==> config.mk <==
export PLATFORM = sky130hd
export DESIGN_NAME = trimmed_mean_filter_u16
export DESIGN_NICKNAME = d
export VERILOG_FILES = /design/src/hdl/tmf_pkg.sv /design/src/hdl/tmf_store.sv /design/src/hdl/tmf_div.sv /design/src/hdl/trimmed_mean_filter_u16.sv
export SDC_FILE = /design/constraint.sdc
export NUM_CORES = 1
export LEC_CHECK = 0
export ABC_AREA = 1
export CAP_MARGIN = 20
export CORE_MARGIN = 2
export CORE_UTILIZATION = 64
export DETAILED_ROUTE_END_ITERATION = 16
export DONT_BUFFER_PORTS = 1
export HOLD_SLACK_MARGIN = 0.12
export PLACE_DENSITY = 0.78
export SYNTH_ARGS = -nofsm -noshare
export SYNTH_HDL_FRONTEND = slang
export SYNTH_SLANG_ARGS = --single-unit
==> constraint.sdc <==
create_clock -name i_clk -period 5.9 [get_ports i_clk]
set_clock_uncertainty 0.1 [all_clocks]
set_input_delay 0.885 -clock i_clk [delete_from_list [all_inputs] [get_ports i_clk]]
set_output_delay 0.885 -clock i_clk [all_outputs]
set_load 0.005 [all_outputs]
==> src/hdl/tmf_pkg.sv <==
// ----------------------------------------------------------------------------
// tmf_pkg - shared types and constants
// Widths, sequencer states and divider handshake structs for the trimmed
// mean filter.
// ----------------------------------------------------------------------------
package tmf_pkg;

    localparam int MAX_WINDOW = 16;

    localparam int DATA_W = 16;
    localparam int CFG_W  = 5;
    localparam int ADDR_W = (MAX_WINDOW > 1) ? $clog2(MAX_WINDOW) : 1;
    localparam int LEN_W  = $clog2(MAX_WINDOW + 1);
    localparam int TAKE_W = $clog2(MAX_WINDOW / 2 + 1);
    localparam int SUM_W  = DATA_W + TAKE_W;
    localparam int DCNT_W = $clog2(SUM_W + 1);

    typedef enum logic [2:0] {
        S_IDLE,
        S_INS_RD,
        S_INS_CMP,
        S_SUM_RD,
        S_SUM_ACC,
        S_DIV_START,
        S_DIV_WAIT,
        S_OUT
    } t_state;

    typedef struct packed {
        logic              start;
        logic [SUM_W-1:0]  dividend;
        logic [TAKE_W-1:0] divisor;
    } t_div_req;

    typedef struct packed {
        logic             done;
        logic [SUM_W-1:0] quotient;
    } t_div_rsp;

endpackage

==> src/hdl/tmf_store.sv <==
// ----------------------------------------------------------------------------
// tmf_store - sample window memory
// One write port and one read port with registered read data.
// ----------------------------------------------------------------------------
module tmf_store (
    input  logic                       i_clk,
    input  logic                       i_we,
    input  logic [tmf_pkg::ADDR_W-1:0] i_waddr,
    input  logic [tmf_pkg::DATA_W-1:0] i_wdata,
    input  logic [tmf_pkg::ADDR_W-1:0] i_raddr,
    output logic [tmf_pkg::DATA_W-1:0] o_rdata
);

    logic [tmf_pkg::DATA_W-1:0] r_mem [tmf_pkg::MAX_WINDOW];
    logic [tmf_pkg::DATA_W-1:0] r_rdata;

    always_ff @(posedge i_clk) begin
        if (i_we) begin
            r_mem[i_waddr] <= i_wdata;
        end
        r_rdata <= r_mem[i_raddr];
    end

    assign o_rdata = r_rdata;

endmodule

==> src/hdl/tmf_div.sv <==
// ----------------------------------------------------------------------------
// tmf_div - serial restoring divider
// One quotient bit per cycle; quotient holds after done until next start.
// ----------------------------------------------------------------------------
module tmf_div (
    input  logic              i_clk,
    input  logic              i_rst_n,
    input  tmf_pkg::t_div_req i_req,
    output tmf_pkg::t_div_rsp o_rsp
);

    logic                        r_busy, n_busy;
    logic                        r_done, n_done;
    logic [tmf_pkg::DCNT_W-1:0]  r_cnt, n_cnt;
    logic [tmf_pkg::TAKE_W-1:0]  r_rem, n_rem;
    logic [tmf_pkg::TAKE_W-1:0]  r_dvs, n_dvs;
    logic [tmf_pkg::SUM_W-1:0]   r_quo, n_quo;
    logic [tmf_pkg::TAKE_W:0]    trial;
    logic                        q_bit;

    always_comb begin
        n_busy = r_busy;
        n_done = 1'b0;
        n_cnt  = r_cnt;
        n_rem  = r_rem;
        n_dvs  = r_dvs;
        n_quo  = r_quo;
        trial  = {r_rem, r_quo[tmf_pkg::SUM_W-1]};
        q_bit  = (trial >= {1'b0, r_dvs});
        if (i_req.start) begin
            n_busy = 1'b1;
            n_cnt  = '0;
            n_rem  = '0;
            n_dvs  = i_req.divisor;
            n_quo  = i_req.dividend;
        end else if (r_busy) begin
            if (q_bit) begin
                n_rem = tmf_pkg::TAKE_W'(trial - {1'b0, r_dvs});
            end else begin
                n_rem = trial[tmf_pkg::TAKE_W-1:0];
            end
            n_quo = {r_quo[tmf_pkg::SUM_W-2:0], q_bit};
            n_cnt = r_cnt + tmf_pkg::DCNT_W'(1);
            if (r_cnt == tmf_pkg::DCNT_W'(tmf_pkg::SUM_W - 1)) begin
                n_busy = 1'b0;
                n_done = 1'b1;
            end
        end
    end

    always_ff @(posedge i_clk) begin
        if (!i_rst_n) begin
            r_busy <= 1'b0;
            r_done <= 1'b0;
            r_cnt  <= '0;
        end else begin
            r_busy <= n_busy;
            r_done <= n_done;
            r_cnt  <= n_cnt;
        end
        r_rem <= n_rem;
        r_dvs <= n_dvs;
        r_quo <= n_quo;
    end

    assign o_rsp.done     = r_done;
    assign o_rsp.quotient = r_quo;

endmodule

==> src/hdl/trimmed_mean_filter_u16.sv <==
// ----------------------------------------------------------------------------
// trimmed_mean_filter_u16 - interquartile trimmed mean of a sample window
// Collects window_length samples and returns the mean of the middle half.
// ----------------------------------------------------------------------------
// Usage:
//   Input stream s_axis_*: one 16-bit sample per item. Output stream m_axis_*:
//   one 16-bit trimmed mean per completed window. i_cfg_wr_en/i_cfg_wr_data
//   set window_length (values below 2 act as 2, above 16 as 16) and drop any
//   partial window; write it only while the block is idle.
//   Each sample is insertion-sorted into the window memory as it arrives:
//   each stored entry above it is read, then compared and, if larger,
//   written one place up; s_axis_tready stays low from acceptance until the
//   sample is written in its place.
//   The sample that completes a window then sums the middle entries, each
//   read and then accumulated, runs the serial divider and loads the output
//   register, with s_axis_tready low throughout; the registered memory read
//   port and the one-bit-per-cycle divider set how long this takes.
//   The output register holds a result until taken; the block goes on with
//   the next window and waits only if a second result is ready before then.
//   Reset empties the window, sets window_length to 16 and clears m_axis_tvalid.
// ----------------------------------------------------------------------------
module trimmed_mean_filter_u16 (
    input  logic        i_clk,
    input  logic        i_rst_n,
    input  logic        i_cfg_wr_en,
    input  logic [4:0]  i_cfg_wr_data,   // window_length
    input  logic        s_axis_tvalid,
    output logic        s_axis_tready,
    input  logic [15:0] s_axis_tdata,    // [15:0] sample
    output logic        m_axis_tvalid,
    input  logic        m_axis_tready,
    output logic [15:0] m_axis_tdata     // [15:0] trimmed_mean
);

    tmf_pkg::t_state r_state, n_state;

    logic [tmf_pkg::CFG_W-1:0]  r_cfg_len;
    logic [tmf_pkg::LEN_W-1:0]  r_fill, n_fill;
    logic [tmf_pkg::DATA_W-1:0] r_key, n_key;
    logic [tmf_pkg::ADDR_W-1:0] r_k, n_k;
    logic [tmf_pkg::ADDR_W-1:0] r_idx, n_idx;
    logic [tmf_pkg::TAKE_W-1:0] r_left, n_left;
    logic [tmf_pkg::SUM_W-1:0]  r_sum, n_sum;
    logic                       r_out_valid, n_out_valid;
    logic [tmf_pkg::DATA_W-1:0] r_out_data, n_out_data;

    logic [tmf_pkg::LEN_W-1:0]  eff_len;
    logic [tmf_pkg::LEN_W-1:0]  fill_inc;
    logic [tmf_pkg::ADDR_W-1:0] start_idx;
    logic [tmf_pkg::TAKE_W-1:0] take;
    logic                       ins_done;

    logic                       mem_we;
    logic [tmf_pkg::ADDR_W-1:0] mem_waddr;
    logic [tmf_pkg::DATA_W-1:0] mem_wdata;
    logic [tmf_pkg::ADDR_W-1:0] mem_raddr;
    logic [tmf_pkg::DATA_W-1:0] mem_rdata;

    tmf_pkg::t_div_req div_req;
    tmf_pkg::t_div_rsp div_rsp;

    tmf_store u_store (
        .i_clk   (i_clk),
        .i_we    (mem_we),
        .i_waddr (mem_waddr),
        .i_wdata (mem_wdata),
        .i_raddr (mem_raddr),
        .o_rdata (mem_rdata)
    );

    tmf_div u_div (
        .i_clk   (i_clk),
        .i_rst_n (i_rst_n),
        .i_req   (div_req),
        .o_rsp   (div_rsp)
    );

    always_comb begin
        if (r_cfg_len < tmf_pkg::CFG_W'(2)) begin
            eff_len = tmf_pkg::LEN_W'(2);
        end else if (int'(r_cfg_len) > tmf_pkg::MAX_WINDOW) begin
            eff_len = tmf_pkg::LEN_W'(tmf_pkg::MAX_WINDOW);
        end else begin
            eff_len = tmf_pkg::LEN_W'(r_cfg_len);
        end
    end

    assign fill_inc  = r_fill + tmf_pkg::LEN_W'(1);
    assign start_idx = tmf_pkg::ADDR_W'(eff_len >> 2);
    assign take      = tmf_pkg::TAKE_W'(eff_len >> 1);

    always_comb begin
        n_state     = r_state;
        n_fill      = r_fill;
        n_key       = r_key;
        n_k         = r_k;
        n_idx       = r_idx;
        n_left      = r_left;
        n_sum       = r_sum;
        n_out_valid = r_out_valid;
        n_out_data  = r_out_data;
        ins_done    = 1'b0;
        mem_we      = 1'b0;
        mem_waddr   = r_k;
        mem_wdata   = r_key;
        mem_raddr   = r_idx;
        div_req.start    = 1'b0;
        div_req.dividend = r_sum;
        div_req.divisor  = take;

        if (r_out_valid && m_axis_tready) begin
            n_out_valid = 1'b0;
        end

        case (r_state)
            tmf_pkg::S_IDLE: begin
                if (s_axis_tvalid) begin
                    n_key   = s_axis_tdata;
                    n_k     = tmf_pkg::ADDR_W'(r_fill);
                    n_state = tmf_pkg::S_INS_RD;
                end
            end
            tmf_pkg::S_INS_RD: begin
                mem_raddr = r_k - tmf_pkg::ADDR_W'(1);
                if (r_k == '0) begin
                    mem_we   = 1'b1;
                    ins_done = 1'b1;
                end else begin
                    n_state = tmf_pkg::S_INS_CMP;
                end
            end
            tmf_pkg::S_INS_CMP: begin
                mem_we = 1'b1;
                if (mem_rdata > r_key) begin
                    mem_wdata = mem_rdata;
                    n_k       = r_k - tmf_pkg::ADDR_W'(1);
                    n_state   = tmf_pkg::S_INS_RD;
                end else begin
                    ins_done = 1'b1;
                end
            end
            tmf_pkg::S_SUM_RD: begin
                n_state = tmf_pkg::S_SUM_ACC;
            end
            tmf_pkg::S_SUM_ACC: begin
                n_sum  = r_sum + tmf_pkg::SUM_W'(mem_rdata);
                n_idx  = r_idx + tmf_pkg::ADDR_W'(1);
                n_left = r_left - tmf_pkg::TAKE_W'(1);
                if (r_left == tmf_pkg::TAKE_W'(1)) begin
                    n_state = tmf_pkg::S_DIV_START;
                end else begin
                    n_state = tmf_pkg::S_SUM_RD;
                end
            end
            tmf_pkg::S_DIV_START: begin
                div_req.start = 1'b1;
                n_state       = tmf_pkg::S_DIV_WAIT;
            end
            tmf_pkg::S_DIV_WAIT: begin
                if (div_rsp.done) begin
                    n_state = tmf_pkg::S_OUT;
                end
            end
            tmf_pkg::S_OUT: begin
                if (!r_out_valid || m_axis_tready) begin
                    n_out_valid = 1'b1;
                    n_out_data  = div_rsp.quotient[tmf_pkg::DATA_W-1:0];
                    n_state     = tmf_pkg::S_IDLE;
                end
            end
            default: begin
                n_state = tmf_pkg::S_IDLE;
            end
        endcase

        if (ins_done) begin
            if (fill_inc == eff_len) begin
                n_fill  = '0;
                n_idx   = start_idx;
                n_left  = take;
                n_sum   = '0;
                n_state = tmf_pkg::S_SUM_RD;
            end else begin
                n_fill  = fill_inc;
                n_state = tmf_pkg::S_IDLE;
            end
        end
    end

    always_ff @(posedge i_clk) begin
        if (!i_rst_n) begin
            r_state     <= tmf_pkg::S_IDLE;
            r_cfg_len   <= tmf_pkg::CFG_W'(16);
            r_fill      <= '0;
            r_out_valid <= 1'b0;
        end else begin
            r_state     <= n_state;
            r_out_valid <= n_out_valid;
            if (i_cfg_wr_en) begin
                r_cfg_len <= i_cfg_wr_data;
                r_fill    <= '0;
            end else begin
                r_fill    <= n_fill;
            end
        end
        r_key      <= n_key;
        r_k        <= n_k;
        r_idx      <= n_idx;
        r_left     <= n_left;
        r_sum      <= n_sum;
        r_out_data <= n_out_data;
    end

    assign s_axis_tready = (r_state == tmf_pkg::S_IDLE);
    assign m_axis_tvalid = r_out_valid;
    assign m_axis_tdata  = r_out_data;

endmodule

==> results of run 1 <==
==> cells by family after synthesis <==
group	Yosys count	synth area share, %
AND/OR/NAND/NOR	613	14.7
flip-flops	385	64.8
AO/OA/AOI/OAI	326	11.0
buffers and inverters	163	4.67
adder cells (fa/ha/maj)	47	3.60
XOR/XNOR	22	1.15
==> sequential cells by signal (all words and copies together) (netlist names), 5 cells and up <==
name,count
r_sum,20
u_store.r_mem,256
r_fill,5
r_key,16
u_div.r_quo,20
m_axis_tdata,16
u_store.o_rdata,16
r_cfg_len,5
u_div.r_cnt,5
==> worst max-delay path, cell delays in order (launching register included) <==
cell and delay [ns]:
dfxtp_1 0.46, inv_1 0.12, nor2_1 0.77, clkinv_1 1.03
nand2_1 1.00, inv_1 0.19, a32o_1 0.26
==> path summary, 6_finish.rpt <==
kind / to / slack [ns]
worst min register to register: m_axis_tdata[1] / 0.35
worst min-delay path: r_key[12] / 0.34
worst max register to register: u_div.r_rem[1] / 1.85
worst max-delay path: u_div.r_rem[1] / 1.85
==> through the flow <==
stage / instance area, sq um / cells
2_1_floorplan: 16800 / 1556
3_3_place_gp: 17000 / 1849
3_5_place_dp: 17000 / 1849
4_1_cts: 18400 / 1923
5_1_grt: 18500 / 1938
6_report: 18500 / 1940
==> cell usage after synthesis, types with 11 or more instances <==
library cell	number
a21oi_1	61
buf_2	21
buf_4	12
buf_6	13
clkbuf_1	19
dfxtp_1	69
edfxtp_1	316
ha_1	45
inv_1	93
nand2_1	213
nand3_1	67
nor2_1	296
nor3_1	13
o211ai_1	65
o21ai_0	156
o21ai_1	27
xnor2_1	11
xor2_1	11
==> power groups by stage <==
stage	Sequential (mW)	Combinational, mW	Clock, mW
final	3.59	3.40	2.64
after CTS	3.59	3.33	2.67
after detailed placement	3.64	3.28	0
after global routing	3.61	3.80	2.78
after global placement	3.63	3.18	0
after floorplan	3.56	2.60	0
==> area by class of cell <==
class | instances | share of cell area [%]
timing repair buffer | 32 | 1.30
sequential | 385 | 58.8
antenna | 8 | 0.108
clock inverter | 22 | 1.57
clock buffer | 52 | 5.93
tap | 335 | 2.27
inverter | 98 | 2.00
multi-input combinational | 1008 | 28.0
==> per-layer routing <==
metal / vias up / global-route usage (%)
li1: 5463 / -
met1: 5636 / 38.5
met2: 573 / 46.5
met3: 120 / 6.24
met4: 0 / 14.3
met5: - / 0
==> results.json, run 1 <==
{
  "outcome": "finished, final reports clean",
  "total_power_mw": 9.63,
  "gr-total-overflow": 0,
  "final_nets": 1638,
  "reg2reg_depth": 6,
  "critPathKind": "reg -> reg",
  "post_cts_resized": 0,
  "finalHoldViolCount": 0,
  "r2r-start": "r_state[2]",
  "clockBufferDepth": 3,
  "startpoint_type": "register",
  "worst_hold_startpoint": "s_axis_tdata[12]",
  "viasPerCell": 6.08,
  "ir_worst_vdd_mv": 0.380,
  "hold_slack_ns": 0.343,
  "clk_latency_ns": 0.53,
  "io_buffers": 0,
  "seqCellArea_sq_mm": 0.0109,
  "wl_met1_microns": 15900,
  "yosys.area.top_type": "edfxtp_1",
  "fmax_mhz": 247,
  "yosysSeqAreaShare_pct": 64.8,
  "vias": 11792,
  "track_usage_pct": 29.2,
  "first_iter_violations": 1364,
  "synth_ff_type": "edfxtp_1",
  "hpwlAfterDp_microns": 24100,
  "min_path_cells": 0,
  "wl_microns": 40600,
  "slew_violations": 0,
  "power.density_mw_per_mm2": 521,
  "crit_required_ns": 6.22,
  "cts_hold_buffers": 0,
  "p_int_mw": 6.06,
  "power_frac_seq_pct": 37.3,
  "synth_edf_count": 316,
  "drcViolationCount": 0,
  "multi_input_area_sq_mm": 0.00519,
  "met2_wirelength_microns": 19000,
  "die_y_microns": 166,
  "syn_nets": 1629,
  "switching_share_pct": 37.1,
  "async_flop_share_pct": 0,
  "gp_congestion": 0.945,
  "preCtsSetupSlack_ns": 1.89,
  "synth.area.top_cells": "edfxtp_1, dfxtp_1, nor2_1",
  "layout_common_cells": "edfxtp_1, nor2_1, nand2_1",
  "power_leakage_nw": 6.86,
  "setup_viol": 0,
  "cp_max_fo": 35,
  "cp-end-kind": "register",
  "drive_gt1_share_pct": 8.14,
  "clk_pin_slew_ns": 0.06,
  "routed.top_layer": "met4",
  "power_frac_clock_pct": 27.4,
  "wl_met3_microns": 3670,
  "htree_levels": 2,
  "min_path_type": "in -> reg",
  "postCtsSetupRepairBufs": 0,
  "drt_pass1_iterations": 5,
  "synth_top_area_share_pct": 56.6,
  "slew_headroom_pct": 25.2,
  "postSynthAreaPerCell_sq_um": 10.8,
  "clock-sinks": 385,
  "maxCapViolations": 0,
  "worst_slack_ns": 1.85,
  "grt_pass1_wl_microns": 62000,
  "start_util_pct": 64.7,
  "utilization_pct": 71.4,
  "core_area_sq_mm": 0.0259,
  "rsz0062_at_grt": "false",
  "antenna_found_initial": 7,
  "dieArea_sq_mm": 0.0275,
  "tightestPinTransition_ns": 1.12,
  "n_fill_cell": 1751,
  "setup_tns_ns": 0,
  "startpoint": "r_state[2]",
  "grt_pass1_vias": 11226,
  "wl_per_cell_microns": 20.9,
  "synth_area_sq_mm": 0.0168,
  "finalCriticalPeriod_ns": 4.05,
  "cts_buffers": 40,
  "period_share_pct": 68.6,
  "rows": 59,
  "synth_cells": 1556,
  "detail-route-antenna-nets": 0,
  "clockRootBuffer": "clkbuf_16",
  "io_pins": 44,
  "synth_seq_cells": 385,
  "p_switching_mw": 3.57,
  "comb_power_share_pct": 35.3,
  "die_width_microns": 166,
  "synth_cell_types": 41,
  "crit_arrival_ns": 4.37,
  "tritoncts": "built",
  "final_common_cell": "edfxtp_1",
  "syn_to_final_growth_pct": 10.3,
  "grt_max_degree": 78,
  "ys_warn_count": 0
}
No activity file was read; power rests on OpenSTA's default activity.
==> run 2, diff against run 1 <==
--- a/config.mk
+++ b/config.mk
@@ -5,7 +5,7 @@
 export SDC_FILE = /design/constraint.sdc
 export NUM_CORES = 1
 export LEC_CHECK = 0
-export ABC_AREA = 1
+export ABC_AREA = 0
 export CAP_MARGIN = 20
 export CORE_MARGIN = 2
 export CORE_UTILIZATION = 64
==> constraint.sdc (replaced) <==
create_clock -name i_clk -period 4.2 [get_ports i_clk]
set_clock_uncertainty 0.1 [all_clocks]
set_input_delay 0.63 -clock i_clk [delete_from_list [all_inputs] [get_ports i_clk]]
set_output_delay 0.63 -clock i_clk [all_outputs]
set_load 0.005 [all_outputs]
==> results.json, run 2 <==
{
  "outcome": "finished, final reports clean",
  "async_flop_share_pct": 0,
  "setup_tns_ns": 0,
  "clock-sinks": 385,
  "synth_cell_types": 64,
  "cp_max_fo": 17,
  "layout_common_cells": "edfxtp_1, mux2i_1, nand2_1",
  "viasPerCell": 6.26,
  "tightestPinTransition_ns": 1.16,
  "synth_top_cells_by_count": "edfxtp_1, mux2i_1, nand2_1, dfxtp_1, ha_1",
  "die_width_microns": 167,
  "syn_to_final_growth_pct": 11.1,
  "yosys.area.top_type": "edfxtp_1",
  "tritoncts": "built",
  "total_power_mw": 14.8,
  "power_frac_clock_pct": 23.0,
  "power_frac_seq_pct": 36.7,
  "slew_headroom_pct": 22.6,
  "switching_share_pct": 36.4,
  "wl_microns": 38300,
  "dieArea_sq_mm": 0.0279,
  "crit_arrival_ns": 3.66,
  "cp-end-kind": "register",
  "io_buffers": 0,
  "htree_levels": 2,
  "comb_power_share_pct": 40.3,
  "core_area_sq_mm": 0.0261,
  "clockBufferDepth": 3,
  "vias": 10143,
  "yosysSeqAreaShare_pct": 63.9,
  "critPathKind": "reg -> reg",
  "cpMaxStageDelayCell": "nand2_1",
  "p_int_mw": 9.39,
  "cts_buffers": 40,
  "synth.most_common_cell": "edfxtp_1",
  "fmax_mhz": 284,
  "finalHoldViolCount": 0,
  "power.density_mw_per_mm2": 780,
  "clk_pin_slew_ns": 0.06,
  "timing.rr.end": "u_store.r_mem[8][12]",
  "post_cts_resized": 0,
  "reg2reg_depth": 8,
  "final_common_cell": "edfxtp_1",
  "synth_edf_count": 316,
  "grt_max_degree": 65,
  "rows": 59,
  "crit_family": "simple AND/OR/NAND/NOR gates",
  "multi_input_area_sq_mm": 0.00581,
  "grt_pass1_vias": 10068,
  "regMostFlops": "u_store.r_mem",
  "dpl_cell_area_sq_mm": 0.0175,
  "antenna_found_initial": 0,
  "worst_hold_startpoint": "i_rst_n",
  "synth_area_sq_mm": 0.0170,
  "first_iter_violations": 985,
  "cpPeakStageDelay_ns": 0.80,
  "rrSetupSlack_ns": 0.68,
  "seqCellArea_sq_mm": 0.0109,
  "synth_top_area_share_pct": 55.8,
  "detail-route-antenna-nets": 0,
  "worstPathCellList": "inv_1 -> ha_1 -> and2_1 -> nand4_1 -> nor4_1 -> a31oi_1 -> nand2_1 -> mux2_2",
  "clk_latency_ns": 0.54,
  "ir_worst_vdd_mv": 0.481,
  "hpwlAfterDp_microns": 23500,
  "reg.largest.list": "u_store.r_mem: 256 flops, r_sum: 20 flops, u_div.r_quo: 20 flops",
  "n_fill_cell": 1654,
  "gp_congestion": 1.00,
  "clockRootBuffer": "clkbuf_16",
  "grt_pass1_wl_microns": 58400,
  "stdcell_area_sq_mm": 0.0189,
  "die_y_microns": 167,
  "setup_viol": 0,
  "largest_reg_flops": 256,
  "startpoint_type": "register",
  "r2r-start": "r_key[15]",
  "start_util_pct": 65.3,
  "synth.area.top_cells": "edfxtp_1, mux2i_1, dfxtp_1",
  "power_leakage_nw": 7.31,
  "syn_nets": 1297,
  "p_switching_mw": 5.37,
  "synth_seq_cells": 385,
  "maxCapViolations": 0,
  "rsz0062_at_grt": "false",
  "io_pins": 44,
  "postSynthAreaPerCell_sq_um": 13.9,
  "gr-total-overflow": 0,
  "synth_ff_type": "edfxtp_1",
  "crit_required_ns": 4.33,
  "min_path_type": "in -> reg",
  "drt_pass1_iterations": 5,
  "track_usage_pct": 27.7,
  "ys_warn_count": 0,
  "min_path_cells": 1,
  "wl_per_cell_microns": 23.7,
  "finalCriticalPeriod_ns": 3.52,
  "path_buf_inv": 1,
  "period_share_pct": 83.9,
  "final_nets": 1326,
  "synth_cells": 1224,
  "slew_violations": 0,
  "drcViolationCount": 0,
  "drive_gt1_share_pct": 8.72,
  "worstHoldEndpoint": "r_cfg_len[0]"
}
run 2: cell count changes in the layout (fill, tap and decap cells not counted), moves of 26 or more:
cell      before  now
mux2i_1        0  253
nor2_1       280   43
o21ai_0      156   19
nand2_1      213  102
o211ai_1      65    6
inv_1         93   40
nand3_1       67   16
o21ai_1       26    0
run 2: layout make-up:
type / instances / share of cell area (%)
antenna: 1 / 0.0132
tap: 335 / 2.22
clock buffer: 63 / 6.18
timing repair buffer: 42 / 2.03
clock inverter: 10 / 0.536
multi-input combinational: 743 / 30.7
sequential: 385 / 57.5
inverter: 41 / 0.814
run 2: power groups by stage:
stage	combinational, mW	sequential, mW	clock (mW)
finish	5.94	5.42	3.39
global route	6.43	5.46	3.58
CTS	5.87	5.40	3.43
detailed placement	5.80	5.46	0
global placement	5.67	5.45	0
floorplan	4.49	5.25	0
run 2: logic make-up after synthesis:
family	Yosys count	synth area share [%]
adder cells (fa/ha/maj)	47	3.54
buffers and inverters	96	2.25
flip-flops	385	63.9
multiplexers	275	16.4
AND/OR/NAND/NOR	257	7.22
AO/OA/AOI/OAI	140	5.46
XOR/XNOR	24	1.24
run 2: what timing repair did:
item	in CTS	in global routing
hold buffers	17	0
setup buffers	0	0
endpoints found under the hold margin	17	0
run 2: worst max-delay path by stage:
| stage | start | endpoint | slack [ns] | cells past startpoint |
|---|---|---|---|---|
| final | r_key[15] | u_store.r_mem[8][12] | 0.68 | 8 |
| after global routing | r_key[12] | u_store.r_mem[14][15] | 0.53 | 8 |
| after detailed placement | r_key[15] | u_store.r_mem[1][15] | 0.85 | 8 |
| after global placement | r_key[15] | u_store.r_mem[13][7] | 0.87 | 8 |
| after floorplan | r_key[11] | u_store.r_mem[0][10] | 1.39 | 9 |
| after CTS | r_key[15] | u_store.r_mem[14][15] | 0.78 | 8 |
run 2: worst reg2reg max path: cells and delay by family, from the launching register on:
| family | cells | cell delay, ns |
|---|---|---|
| adders and majority gates | 1 | 0.32 |
| and+or+nand+nor | 4 | 1.76 |
| AOI/OAI and AO/OA | 1 | 0.09 |
| buffers and inverters | 1 | 0.05 |
| muxes | 1 | 0.57 |
| DFF | 1 | 0.34 |
run 2: stage by stage:
step / std cells / setup slack, ns / hold slack (ns) / utilization (%)
after floorplan: 1224 / 1.39 / 0.326 / -
after global placement: 1529 / 0.870 / 0.333 / 67.0
after detailed placement: 1529 / 0.846 / 0.337 / 67.0
after CTS: 1619 / 0.779 / 0.124 / 72.5
after global routing: 1619 / 0.531 / 0.132 / 72.5
final: 1620 / 0.676 / 0.137 / 72.5
run 2: metal layers:
| layer | wire length [microns] | share of wire, % | global-route usage, % | vias to the layer above |
|---|---|---|---|---|
| met5 | 0 | 0 | 0 | - |
| met4 | 1190 | 3.1 | 10.2 | 0 |
| met2 | 18000 | 47 | 44.7 | 439 |
| li1 | - | - | - | 4659 |
| met3 | 3340 | 8.7 | 5.82 | 90 |
| met1 | 15800 | 41 | 37.7 | 4955 |
==> run 3, diff against run 2 <==
==> constraint.sdc (replaced) <==
create_clock -name i_clk -period 3.65 [get_ports i_clk]
set_clock_uncertainty 0.1 [all_clocks]
set_input_delay 0.5475 -clock i_clk [delete_from_list [all_inputs] [get_ports i_clk]]
set_output_delay 0.5475 -clock i_clk [all_outputs]
set_load 0.005 [all_outputs]
==> results.json, run 3 (synthesis results as in run 2) <==
{
  "worstPathCellList": "inv_1 -> ha_1 -> nand3_1 -> or4_1 -> a21o_1 -> a31oi_1 -> nand2_1 -> buf_12 -> mux2_2",
  "crit_family": "simple AND/OR/NAND/NOR gates",
  "path_buf_inv": 2,
  "reg2reg_depth": 9,
  "regMostFlops": "u_store.r_mem",
  "die_y_microns": 167,
  "rows": 59,
  "worst_hold_startpoint": "s_axis_tvalid",
  "cpPeakStageDelay_ns": 0.56,
  "setup_viol": 0,
  "postCtsSetupRepairBufs": 0,
  "worstHoldEndpoint": "r_state[2]",
  "reg.largest.list": "u_store.r_mem: 256 flops, r_sum: 20 flops, u_div.r_quo: 20 flops",
  "rsz0062_at_grt": "false",
  "grt_pass1_wl_microns": 58000,
  "power.density_mw_per_mm2": 904,
  "hpwlAfterDp_microns": 22100,
  "min_path_type": "in -> reg",
  "r2r-start": "r_key[12]",
  "wl_per_cell_microns": 23.1,
  "cp-end-kind": "register",
  "largest_reg_flops": 256,
  "setup_tns_ns": 0,
  "clockBufferDepth": 3,
  "slew_headroom_pct": 28.9,
  "critPathKind": "reg -> reg",
  "finalHoldViolCount": 0,
  "final_common_cell": "edfxtp_1",
  "detail-route-antenna-nets": 0,
  "maxCapViolations": 0,
  "cp_max_fo": 16,
  "viasPerCell": 6.16,
  "period_share_pct": 82.6,
  "gr-total-overflow": 0,
  "clk_latency_ns": 0.53,
  "crit_arrival_ns": 3.14,
  "rrSetupSlack_ns": 0.64,
  "drcViolationCount": 0,
  "drive_gt1_share_pct": 9.25,
  "tightestPinTransition_ns": 1.06,
  "syn_to_final_growth_pct": 13.1,
  "post_cts_resized": 0,
  "min_path_cells": 2,
  "stdcell_area_sq_mm": 0.0192,
  "wl_microns": 37700,
  "drt_pass1_iterations": 5,
  "outcome": "finished, final reports clean",
  "crit_required_ns": 3.77,
  "clk_pin_slew_ns": 0.06,
  "core_area_sq_mm": 0.0261,
  "die_width_microns": 167,
  "clockRootBuffer": "clkbuf_16",
  "grt_pass1_vias": 10066,
  "io_pins": 44,
  "start_util_pct": 65.3,
  "fmax_mhz": 332,
  "finalCriticalPeriod_ns": 3.01,
  "timing.rr.end": "u_store.r_mem[11][4]",
  "clock-sinks": 385,
  "gp_congestion": 0.871,
  "cts_hold_buffers": 27,
  "htree_levels": 2,
  "antenna_found_initial": 1,
  "dieArea_sq_mm": 0.0279,
  "vias": 10071,
  "power_leakage_nw": 7.47,
  "dpl_cell_area_sq_mm": 0.0175,
  "first_iter_violations": 840,
  "final_nets": 1339,
  "grt_max_degree": 79,
  "startpoint": "r_key[12]",
  "tritoncts": "built",
  "io_buffers": 0,
  "layout_common_cells": "edfxtp_1, mux2i_1, nand2_1",
  "slew_violations": 0,
  "track_usage_pct": 27.3,
  "ir_worst_vdd_mv": 0.686,
  "startpoint_type": "register",
  "cts_buffers": 40,
  "cpMaxStageDelayCell": "or4_1"
}
run 3: how the worst max path moves through the flow:
| stage | end | cells past startpoint |
|---|---|---|
| after floorplan | u_store.r_mem[0][10] | 9 |
| after global placement | r_left[3] | 6 |
| after detailed placement | u_store.r_mem[11][4] | 9 |
| after CTS | u_store.r_mem[11][4] | 9 |
| after global routing | r_left[0] | 8 |
| final | u_store.r_mem[11][4] | 9 |
run 3: final cells by class:
type                            instances  area [sq um]
Inverter                               41           154
Timing Repair Buffer                   55           556
Antenna cell                            2          5.00
Fill cell                            1654          6820
Clock buffer                           55          1120
Clock inverter                         18           310
Sequential cell                       385         10900
Tap cell                              335           419
Multi-Input combinational cell        743          5810
run 3: metal layers:
metal,vias to the layer above,part of all wire (%),track usage [%]
met2,344,49,44.6
met4,0,3.9,11.9
met5,-,0,0
met3,95,6.4,5.25
met1,4934,41,35.8
li1,4698,-,-
run 3: power breakdown:
part	total [mW]	leakage (nW)	switching (mW)	internal, mW
logic	6.81	3.34	3.91	2.90
clock network	4.35	0.697	1.63	2.72
registers	6.24	3.43	0.525	5.71
total	17.4	7.47	6.07	11.3
run 3: stage by stage:
| step | setup slack (ns) | cells | hold slack (ns) | power, mW | util [%] |
|---|---|---|---|---|---|
| after floorplan | 0.843 | 1224 | 0.326 | 11.2 | - |
| after global placement | 0.753 | 1532 | 0.335 | 12.8 | 67.3 |
| after detailed placement | 0.694 | 1532 | 0.337 | 13.0 | 67.3 |
| after CTS | 0.662 | 1632 | 0.124 | 17.4 | 73.8 |
| after global routing | 0.504 | 1634 | 0.143 | 18.3 | 73.8 |
| final | 0.636 | 1634 | 0.140 | 17.4 | 73.8 |
run 3: worst register-to-register path: stages (launching register included):
cell and delay, ns:
edfxtp_1 0.37, inv_1 0.05, ha_1 0.28, nand3_1 0.14, or4_1 0.56, a21o_1 0.20, a31oi_1 0.17, nand2_1 0.18
buf_12 0.24, mux2_2 0.41
